`config.mk`:
```
export PLATFORM = sky130hd
export DESIGN_NAME = dpls_ctrl
export DESIGN_NICKNAME = d
export VERILOG_FILES = /design/src/rtl/core/dpls_pkg.sv /design/src/rtl/core/dpls_ctrl.sv
export SDC_FILE = /design/constraint.sdc
export NUM_CORES = 1
export LEC_CHECK = 0
export BUFFER_PORTS_ARGS = -buffer_cell sky130_fd_sc_hd__buf_2
export CAP_MARGIN = 0
export CORE_AREA = 2 2 39 41
export DETAILED_ROUTE_END_ITERATION = 10
export DIE_AREA = 0 0 41 43
export GPL_ROUTABILITY_DRIVEN = 0
export GPL_TIMING_DRIVEN = 0
export PLACE_DENSITY = 0.65
export SKIP_LAST_GASP = 1
export SYNTH_ARGS = -nofsm -noshare
export SYNTH_HDL_FRONTEND = slang
export SYNTH_SLANG_ARGS = --single-unit
```
`constraint.sdc`:
```
create_clock -name clk_i -period 2.08 [get_ports clk_i]
set_input_delay 0.312 -clock clk_i [delete_from_list [all_inputs] [get_ports clk_i]]
set_output_delay 0.312 -clock clk_i [all_outputs]
set_load 0.005 [all_outputs]
```
`src/rtl/core/dpls_pkg.sv`:
```
// Shared types, constants and tables for the depth-to-laser-scan block.
`timescale 1ns / 1ps
package dpls_pkg;

  localparam int BIN_COUNT_DEF = 512;
  localparam int ROW_LIMIT_DEF = 512;

  // CORDIC working widths: 16-bit inputs times 256 plus gain headroom
  localparam int CW  = 27;
  localparam int AGW = 17;
  localparam int DFW = 18;
  localparam int PRW = 35;
  localparam int CORDIC_STEPS = 14;
  localparam int SQRT_STEPS   = 16;
  localparam int BIN_SHIFT    = 19;

  localparam logic signed [AGW-1:0] HALF_PI = 17'sd12868;
  // a product at or below this truncates to a negative bin
  localparam logic signed [PRW-1:0] IDX_NEG_LIM = -(PRW'(2 ** BIN_SHIFT));

  typedef enum logic [2:0] {
    CFG_FRAME_SKIP,
    CFG_MIN_HEIGHT,
    CFG_MAX_HEIGHT,
    CFG_START_ANGLE,
    CFG_BIN_SCALE,
    CFG_FIRST_ROW,
    CFG_LAST_ROW
  } cfg_idx_e;

  typedef enum logic [3:0] {
    ST_CLEAR,
    ST_IDLE,
    ST_CORDIC,
    ST_BIN,
    ST_IDX,
    ST_UPD,
    ST_RD,
    ST_SQINIT,
    ST_SQRT,
    ST_DONE
  } state_e;

  typedef struct packed {
    logic load;
    logic clr_step;
    logic cordic_step;
    logic bin_mul;
    logic idx_calc;
    logic upd;
    logic rd_issue;
    logic sqrt_init;
    logic sqrt_step;
    logic out_load;
  } cmd_t;

  typedef struct packed {
    logic is_read;
    logic keep_now;
    logic clr_now;
    logic keep_q;
    logic clr_done;
    logic cordic_done;
    logic idx_ok;
    logic sqrt_done;
    logic out_free;
  } sts_t;

  // atan(2^-i) in Q3.13
  function automatic logic [12:0] atan_lut(input logic [3:0] i);
    logic [12:0] v;
    case (i)
      4'd0:    v = 13'd6434;
      4'd1:    v = 13'd3798;
      4'd2:    v = 13'd2007;
      4'd3:    v = 13'd1019;
      4'd4:    v = 13'd511;
      4'd5:    v = 13'd256;
      4'd6:    v = 13'd128;
      4'd7:    v = 13'd64;
      4'd8:    v = 13'd32;
      4'd9:    v = 13'd16;
      4'd10:   v = 13'd8;
      4'd11:   v = 13'd4;
      4'd12:   v = 13'd2;
      4'd13:   v = 13'd1;
      default: v = 13'd0;
    endcase
    return v;
  endfunction

endpackage

```
`src/rtl/core/dpls_ctrl.sv`:
```
// Controller state machine sequencing clear, point update and bin read.
`timescale 1ns / 1ps
module dpls_ctrl (
  input  logic           clk_i,
  input  logic           rst_ni,
  input  logic           in_valid_i,
  output logic           in_ready_o,
  input  dpls_pkg::sts_t sts_i,
  output dpls_pkg::cmd_t cmd_o
);
  import dpls_pkg::*;

  state_e state_q, state_d;

  always_ff @(posedge clk_i or negedge rst_ni) begin
    if (!rst_ni) begin
      state_q <= ST_CLEAR;
    end else begin
      state_q <= state_d;
    end
  end

  // next state
  always_comb begin
    state_d = state_q;
    case (state_q)
      ST_CLEAR: begin
        if (sts_i.clr_done) state_d = sts_i.keep_q ? ST_CORDIC : ST_IDLE;
      end
      ST_IDLE: begin
        if (in_valid_i) begin
          if (sts_i.is_read)       state_d = ST_RD;
          else if (sts_i.clr_now)  state_d = ST_CLEAR;
          else if (sts_i.keep_now) state_d = ST_CORDIC;
        end
      end
      ST_CORDIC: begin
        if (sts_i.cordic_done) state_d = ST_BIN;
      end
      ST_BIN:    state_d = ST_IDX;
      ST_IDX:    state_d = sts_i.idx_ok ? ST_UPD : ST_IDLE;
      ST_UPD:    state_d = ST_IDLE;
      ST_RD:     state_d = ST_SQINIT;
      ST_SQINIT: state_d = ST_SQRT;
      ST_SQRT: begin
        if (sts_i.sqrt_done) state_d = ST_DONE;
      end
      ST_DONE: begin
        if (sts_i.out_free) state_d = ST_IDLE;
      end
      default:   state_d = ST_CLEAR;
    endcase
  end

  // commands
  always_comb begin
    cmd_o      = '0;
    in_ready_o = 1'b0;
    case (state_q)
      ST_CLEAR:  cmd_o.clr_step = 1'b1;
      ST_IDLE: begin
        in_ready_o = 1'b1;
        cmd_o.load = in_valid_i;
      end
      ST_CORDIC: cmd_o.cordic_step = 1'b1;
      ST_BIN:    cmd_o.bin_mul     = 1'b1;
      ST_IDX:    cmd_o.idx_calc    = 1'b1;
      ST_UPD:    cmd_o.upd         = 1'b1;
      ST_RD:     cmd_o.rd_issue    = 1'b1;
      ST_SQINIT: cmd_o.sqrt_init   = 1'b1;
      ST_SQRT:   cmd_o.sqrt_step   = 1'b1;
      ST_DONE:   cmd_o.out_load    = sts_i.out_free;
      default:   ;
    endcase
  end

endmodule

```
# Word-level counts from Yosys, hierarchy flattened
# Index checks and enable logic that the tools add are counted.
[classes] eq_ne=15 reduce_logical=2 muxes=22
[ops] cell="$pmux 4 s10" n=1
[ops] cell="$mux 4" n=8
[ops] cell="$eq 4x3->1 const B" n=4
[ops] cell="$mux 1" n=11
[ops] cell="$ne 2x2->1 const B" n=5
[ops] cell="$eq 4x2->1 const B" n=2
[ops] cell="$eq 4x4->1 const B" n=2
[ops] cell="$reduce_and 6->1" n=1
[ops] cell="$eq 4x1->1 const B" n=1
[ops] cell="$logic_not 4->1" n=1
[ops] cell="$ne 4x4->1 const B" n=1
[ops] cell="$mux 3" n=1
[ops] cell="$mux 2" n=1
[totals] wordCells=40 input_bits=12 register_bits=4 output_inout_bits=11

# Depth between registers and ports, before layout
# Gate-level depths: netlist (run 1).
[depth] ltp_word=5 mapped_depth=5 mapped_depth_nobuf=4

# Worst setup path before layout (run 1)
# No wires, ideal clock.
[synth_timing] kind="flip-flop to output port" startpoint="register state_q[3]" endpoint="output cmd_o[5] in the netlist's numbering" stages_incl_launch_ff=5 path_buffers=1 required_time_ns=1.768 setup_slack_ns=0.784 arrival_ns=0.984 cell_sequence="dfrtp_1 -> buf_1 -> inv_1 -> nand2_1 -> nor3_1"
[synth_rtl] item="start: declaration" line="dpls_ctrl.sv:13" source="state_e state_q, state_d;"
[synth_rtl] item="start signal: assignment" line="dpls_ctrl.sv:19" source="state_q <= state_d;"
[synth_rtl] item="end: declaration" line="dpls_ctrl.sv:9" source="output dpls_pkg::cmd_t cmd_o"

==> metrics, run 1 <==
antenna violations before repair 0; CTS Root Cell clkbuf_4; Leak Pwr between 0.0002 and 0.0003 µW; 1st-iter DRT viols 18; WL/cell ~12 µm; Final Hold Viols 0; max-cap viol count 0; commonest non-fill, non-tap cell in the layout buf_2; Synth-to-Final Area Change 41.8%; GR Util met2 0.216; antenna diode count 0; worst slew pin tran 0.436 ns; Initial Util 0.281; ANT nets after route 0; Clock power frac 0.137; vias slightly below 500; share of layout cells above drive strength 1 0.380; Post-Synthesis Cells 53; Pre-antenna DRT Iters 4; status finished, final reports clean; Startpoint Class flop; fin. max-slew vios 0; Post-Place Cells 91; non-filler cells, final 95; largest area contributor in the netlist dfrtp_1; M3 GR Usage 0.0524; fin crit share 0.901; I/O Buffers 22; area of the multi-input gates 265 µm²; Critical Path Sink Type output port; Async SR Flop Fraction 1.00; largest net degree at the start of global routing 11; Hold WC Path Type input pin to flop; Seq/Total Area, Yosys 0.257; WL final 1190 µm; Remaining Overflow, GRT 0; sw frac 0.485; Synth warnings 0; Slew headroom 0.709; # IOs 23; worst-skew pair later-pin latency 0.24 ns; synthesized net count between 60 and 70; EDFF count, synth 0; synthesized flop and latch total 4; Worst-path clk slew 0.04 ns; TritonCTS Buffers 3; CP arrival 1.56 ns; Comb power frac 0.645; Setup Buffers After CTS 0; min Tclk post-route 1.87 ns; Setup Skew 0.000141 ns; CTS Sinks 4; switching power 356 µW; # DRC 0; GRT met1 Usage 0.201; Synth cell types 27; Max clock buf depth 2; Synth Cell Area 389 µm²; die height around 43 µm; # resized after CTS 0; max reg flops 4; RSZ-0062 raised after global routing false; largest registers state_q x4; all-layer global routing usage 0.156; Top FF cell, synth dfrtp_1; nets 93; CTS tree done; number of global-route vias before repair 437; Register Area 100 µm²; # hold bufs at CTS 1; most frequent cells in the layout buf_2 (23), nor2_1 (8), nor3_1 (5); Syn Area/Cell 7.34 µm²; core area 1380 µm²; largest register by flop count state_q; H-tree Lvls 1; total die area 1760 µm²; Crit Path Class flop to output port; Die Wd 41 µm; Cell Rows 14; pwr/cell area 1330 nW/µm²; fillers 155; sequential power share 0.218; top cells by area, synth dfrtp_1 (26%), nor2_1 (7.7%), nand2b_1 (6.4%), nor3_1 (6.4%), nor4_1 (4.8%); Hold WS 0.361 ns; VDD IR-drop max between 0.5 and 0.6 mV; P_int roughly 380 µW; final setup violation count 0; CP max FO 10; share of the synthesized area in the top cell type 0.257; global route hottest layer met2; dpl hpwl around 900 µm; drt via density 5.19; setup_tns 0 ns; Critical Path RT 1.77 ns; first-pass GRT wire length 1840 µm; Max Clk Rate between 500 and 600 MHz
kinds of logic (layout without fill, tap and decap cells):
kind of cell / count (synthesis) / after routing / synth area share
AO/OA/AOI/OAI: 13 / 13 / 0.267
AND/OR/NAND/NOR: 30 / 30 / 0.415
flip-flops: 4 / 4 / 0.257
buffers and inverters: 6 / 32 / 0.0611
cell type report:
cell class | count | area share
plain buffers | 4 | 0.0295
clock buffers | 3 | 0.0408
inverters | 2 | 0.0136
multi-input cells | 43 | 0.481
flip-flops and latches | 4 | 0.181
well taps | 16 | 0.0363
repair buffers | 23 | 0.218
synthesized netlist by cell type, types with 2 or more instances:
cell type,number
clkbuf_1,2
nor3_1,5
nand2b_1,4
a22oi_1,2
o31ai_1,2
nand2_1,3
dfrtp_1,4
nor2_1,8
a21oi_1,2
or3b_1,2
nor4_1,3
per-layer routing:
metal / vias to the layer above / wire length [µm]
li1: 250 / -
met1: 222 / 535
met2: 21 / 560
met3: 0 / 90
met4: 0 / 0
met5: - / 0
worst paths after layout:
kind,cells after the start,slack [ns],endpoint,start
max,5,0.21,cmd_o[5],state_q[3]$_DFFE_PN0P_
min,3,0.36,state_q[1]$_DFFE_PN0P_,sts_i[3]
max reg2reg,4,0.66,state_q[3]$_DFFE_PN0P_,state_q[1]$_DFFE_PN0P_
min reg2reg,2,0.65,state_q[2]$_DFFE_PN0P_,state_q[0]$_DFFE_PN0P_
max in group asynchronous,2,1.54,state_q[3]$_DFFE_PN0P_,rst_ni
min in group asynchronous,2,0.42,state_q[1]$_DFFE_PN0P_,rst_ni
power groups by stage:
stage / registers (µW) / logic (µW) / clock network, µW
global route: 168 / 528 / 108
CTS: 158 / 475 / 102
global placement: 157 / 463 / 0
detailed placement: 159 / 470 / 0
floorplan: 145 / 337 / 0
finish: 160 / 474 / 101
critical path, cell delays in order, from the launching register on:
cell     delay, ns
dfrtp_1       0.39
buf_1         0.38
inv_1         0.15
nand2_1       0.19
nor3_1        0.06
buf_2         0.14
stage by stage:
stage | setup WS, ns | utilization | instance area (µm²) | total power [µW]
3_3_place_gp | 0.525 | 0.375 | 519 | 619
3_5_place_dp | 0.488 | 0.375 | 519 | 629
2_1_floorplan | 0.784 | - | 389 | 482
6_report | 0.206 | 0.399 | 552 | 735
5_1_grt | 0.0750 | 0.399 | 552 | 804
4_1_cts | 0.228 | 0.399 | 552 | 735
(Power assumes the default switching activity.)
==> inputs of run 2 (changes only) <==
- CORE_AREA: 2 2 39 41 -> not set
- CORE_UTILIZATION: not set -> 30
- DIE_AREA: 0 0 41 43 -> not set
- PLACE_DENSITY: 0.65 -> 0.66
==> run 2 against run 1 <==
Compared with the run above: register-to-register slack got worse by 0.03 ns; largest cell class unchanged; die area fell by 18%; flip-flop and latch count did not move; cell count fell by 2.1%; highest routed layer is now met4; worst hold slack improved by 0.023 ns; final area fell by 0.45%; global-route usage rose by 1.7 points; critical path type unchanged; combinational power fell by 0.8%; power fell by 2.0%; clock power fell by 7%.
==> metrics, run 2 (synthesis gave the netlist of run 1 again) <==
Pre-antenna DRT Iters 4 (unchanged); critical path cell sequence buf_1 > inv_1 > nand2_1 > nor3_1 > buf_2; # DRC 0 (unchanged); ANT nets after route 0 (unchanged); Max clock buf depth 2 (unchanged); core area 1160 µm² (-16%); largest register by flop count state_q; commonest non-fill, non-tap cell in the layout buf_2; # resized after CTS 0 (unchanged); Setup Skew 0.00188 ns (+0.00174 ns); nets 93 (unchanged); TritonCTS Buffers 3 (unchanged); drt via density 5.17 (-0.34%); CTS tree done; min Tclk post-route 1.79 ns (-0.0868 ns); fin crit share 0.859 (-0.0418); Worst Reg-to-Reg Cells 4 (unchanged); WL final 1080 µm (-9.1%); number of global-route vias before repair 409 (-6.4%); antenna violations before repair 0 (unchanged); Synth-to-Final Area Change 41.2%; vias 481 (-2.4%); CP arrival 1.47 ns (-0.09 ns); dpl hpwl 853 µm (-3.5%); worst slew pin tran 0.424 ns (-0.0124 ns); antenna diode count 0 (unchanged); Slew headroom 0.718 (+0.00827); Crit path max-delay family buffers and inverters; Critical Path RT 1.77 ns (about the same); pre-CTS WS 0.531 ns (+0.0434 ns); Startpoint Class flop; Worst-path clk slew 0.03 ns (about the same); Setup WS post-layout 0.293 ns (+0.0868 ns); Max Clk Rate 560 MHz (+4.9%); Post-Place Cells 89 (-2.2%); status finished, final reports clean; setup_tns 0 ns (unchanged); max-cap viol count 0 (unchanged); worst-skew pair later-pin latency 0.23 ns (about the same); # IOs 23 (unchanged); Die Wd 38.0 µm (-7.3%); share of layout cells above drive strength 1 0.380 (unchanged); RSZ-0062 raised after global routing false; Remaining Overflow, GRT 0 (unchanged); slowest CP cell dfrtp_1; largest net degree at the start of global routing 11 (unchanged); WL/cell 11.6 µm (-7.2%); CP max FO 10 (unchanged); total die area 1450 µm² (-18%); I/O Buffers 22 (unchanged); Critical Path Sink Type output port; VDD IR-drop max 0.561 mV (-5.3%); CTS Sinks 4 (unchanged); H-tree Lvls 1 (unchanged); most frequent cells in the layout buf_2 (23), nor2_1 (8), nor3_1 (5); Cell Rows 12 (-2); all-layer global routing usage 0.173 (+0.0169); max reg flops 4 (unchanged); largest registers state_q x4; die height 38.0 µm (-12%); Final Hold Viols 0 (unchanged); pwr/cell area 1310 nW/µm² (-1.6%); Leak Pwr 0.000264 µW (unchanged); non-filler cells, final 93 (-2.1%); Initial Util 0.337 (+0.0554); Crit path depth 5 (unchanged); Hold WC Path Type input pin to flop; Cells on Worst Hold Path 3 (unchanged); Crit Path Class flop to output port; Max stage delay on crit path 0.38 ns (about the same); fin. max-slew vios 0 (unchanged); CTS Root Cell clkbuf_4; first-pass GRT wire length 1640 µm (-11%); final setup violation count 0 (unchanged); 1st-iter DRT viols 21 (+3); worst path bufs/invs 3 (unchanged)
==> run 2: cell counts in the layout (fill, tap and decap cells not counted) <==
Identical to the previous run, type by type.
==> run 2: repair_timing <==
item | CTS | global route
hold buffers | 1 | 0
setup buffers | 0 | 0
endpoints found under the hold margin | 4 | 0
==> run 2: final timing paths <==
path / from / end / slack, ns
min in group asynchronous: rst_ni / state_q[2]$_DFFE_PN0P_ / 0.43
hold / removal: sts_i[3] / state_q[1]$_DFFE_PN0P_ / 0.38
setup / recovery: state_q[3]$_DFFE_PN0P_ / cmd_o[5] / 0.29
max in group asynchronous: rst_ni / state_q[3]$_DFFE_PN0P_ / 1.54
hold reg to reg: state_q[0]$_DFFE_PN0P_ / state_q[2]$_DFFE_PN0P_ / 0.61
setup reg to reg: state_q[1]$_DFFE_PN0P_ / state_q[3]$_DFFE_PN0P_ / 0.63
==> run 2: metrics by stage <==
stage	util	power (µW)	area [µm²]	hold slack (ns)
final	0.475	720	549	0.384
after CTS	0.475	728	549	0.386
after floorplan	-	482	389	0.0164
after global placement	0.447	618	517	0.118
after global routing	0.475	786	549	0.395
after detailed placement	0.447	628	517	0.120
==> run 2: cell type report <==
type	count	area [µm²]
sequential	4	100
buffer	4	16.3
timing repair buffer	23	120
clock buffer	3	22.5
inverter	2	7.51
multi-input combinational	43	265
tap	14	17.5
fill	132	607
==> run 2: layer usage <==
layer  wire (µm)  vias up  track usage  part of all wire
met2         519       24        0.293              0.48
met3          79        2       0.0349             0.073
li1            -      248            -                 -
met4          14        0        0.107             0.013
met5           0        -            0                 0
met1         464      207        0.197              0.43
==> run 2: worst min-delay path: stages <==
cell      delay, ns
buf_2          0.08
nand2b_1       0.10
o31ai_1        0.07
==> run 2: power breakdown <==
part           leakage, µW  switching (µW)  internal [µW]
sequential       0.0000510            42.1            113
clock            0.0000138            29.8           64.4
combinational     0.000199             270            201
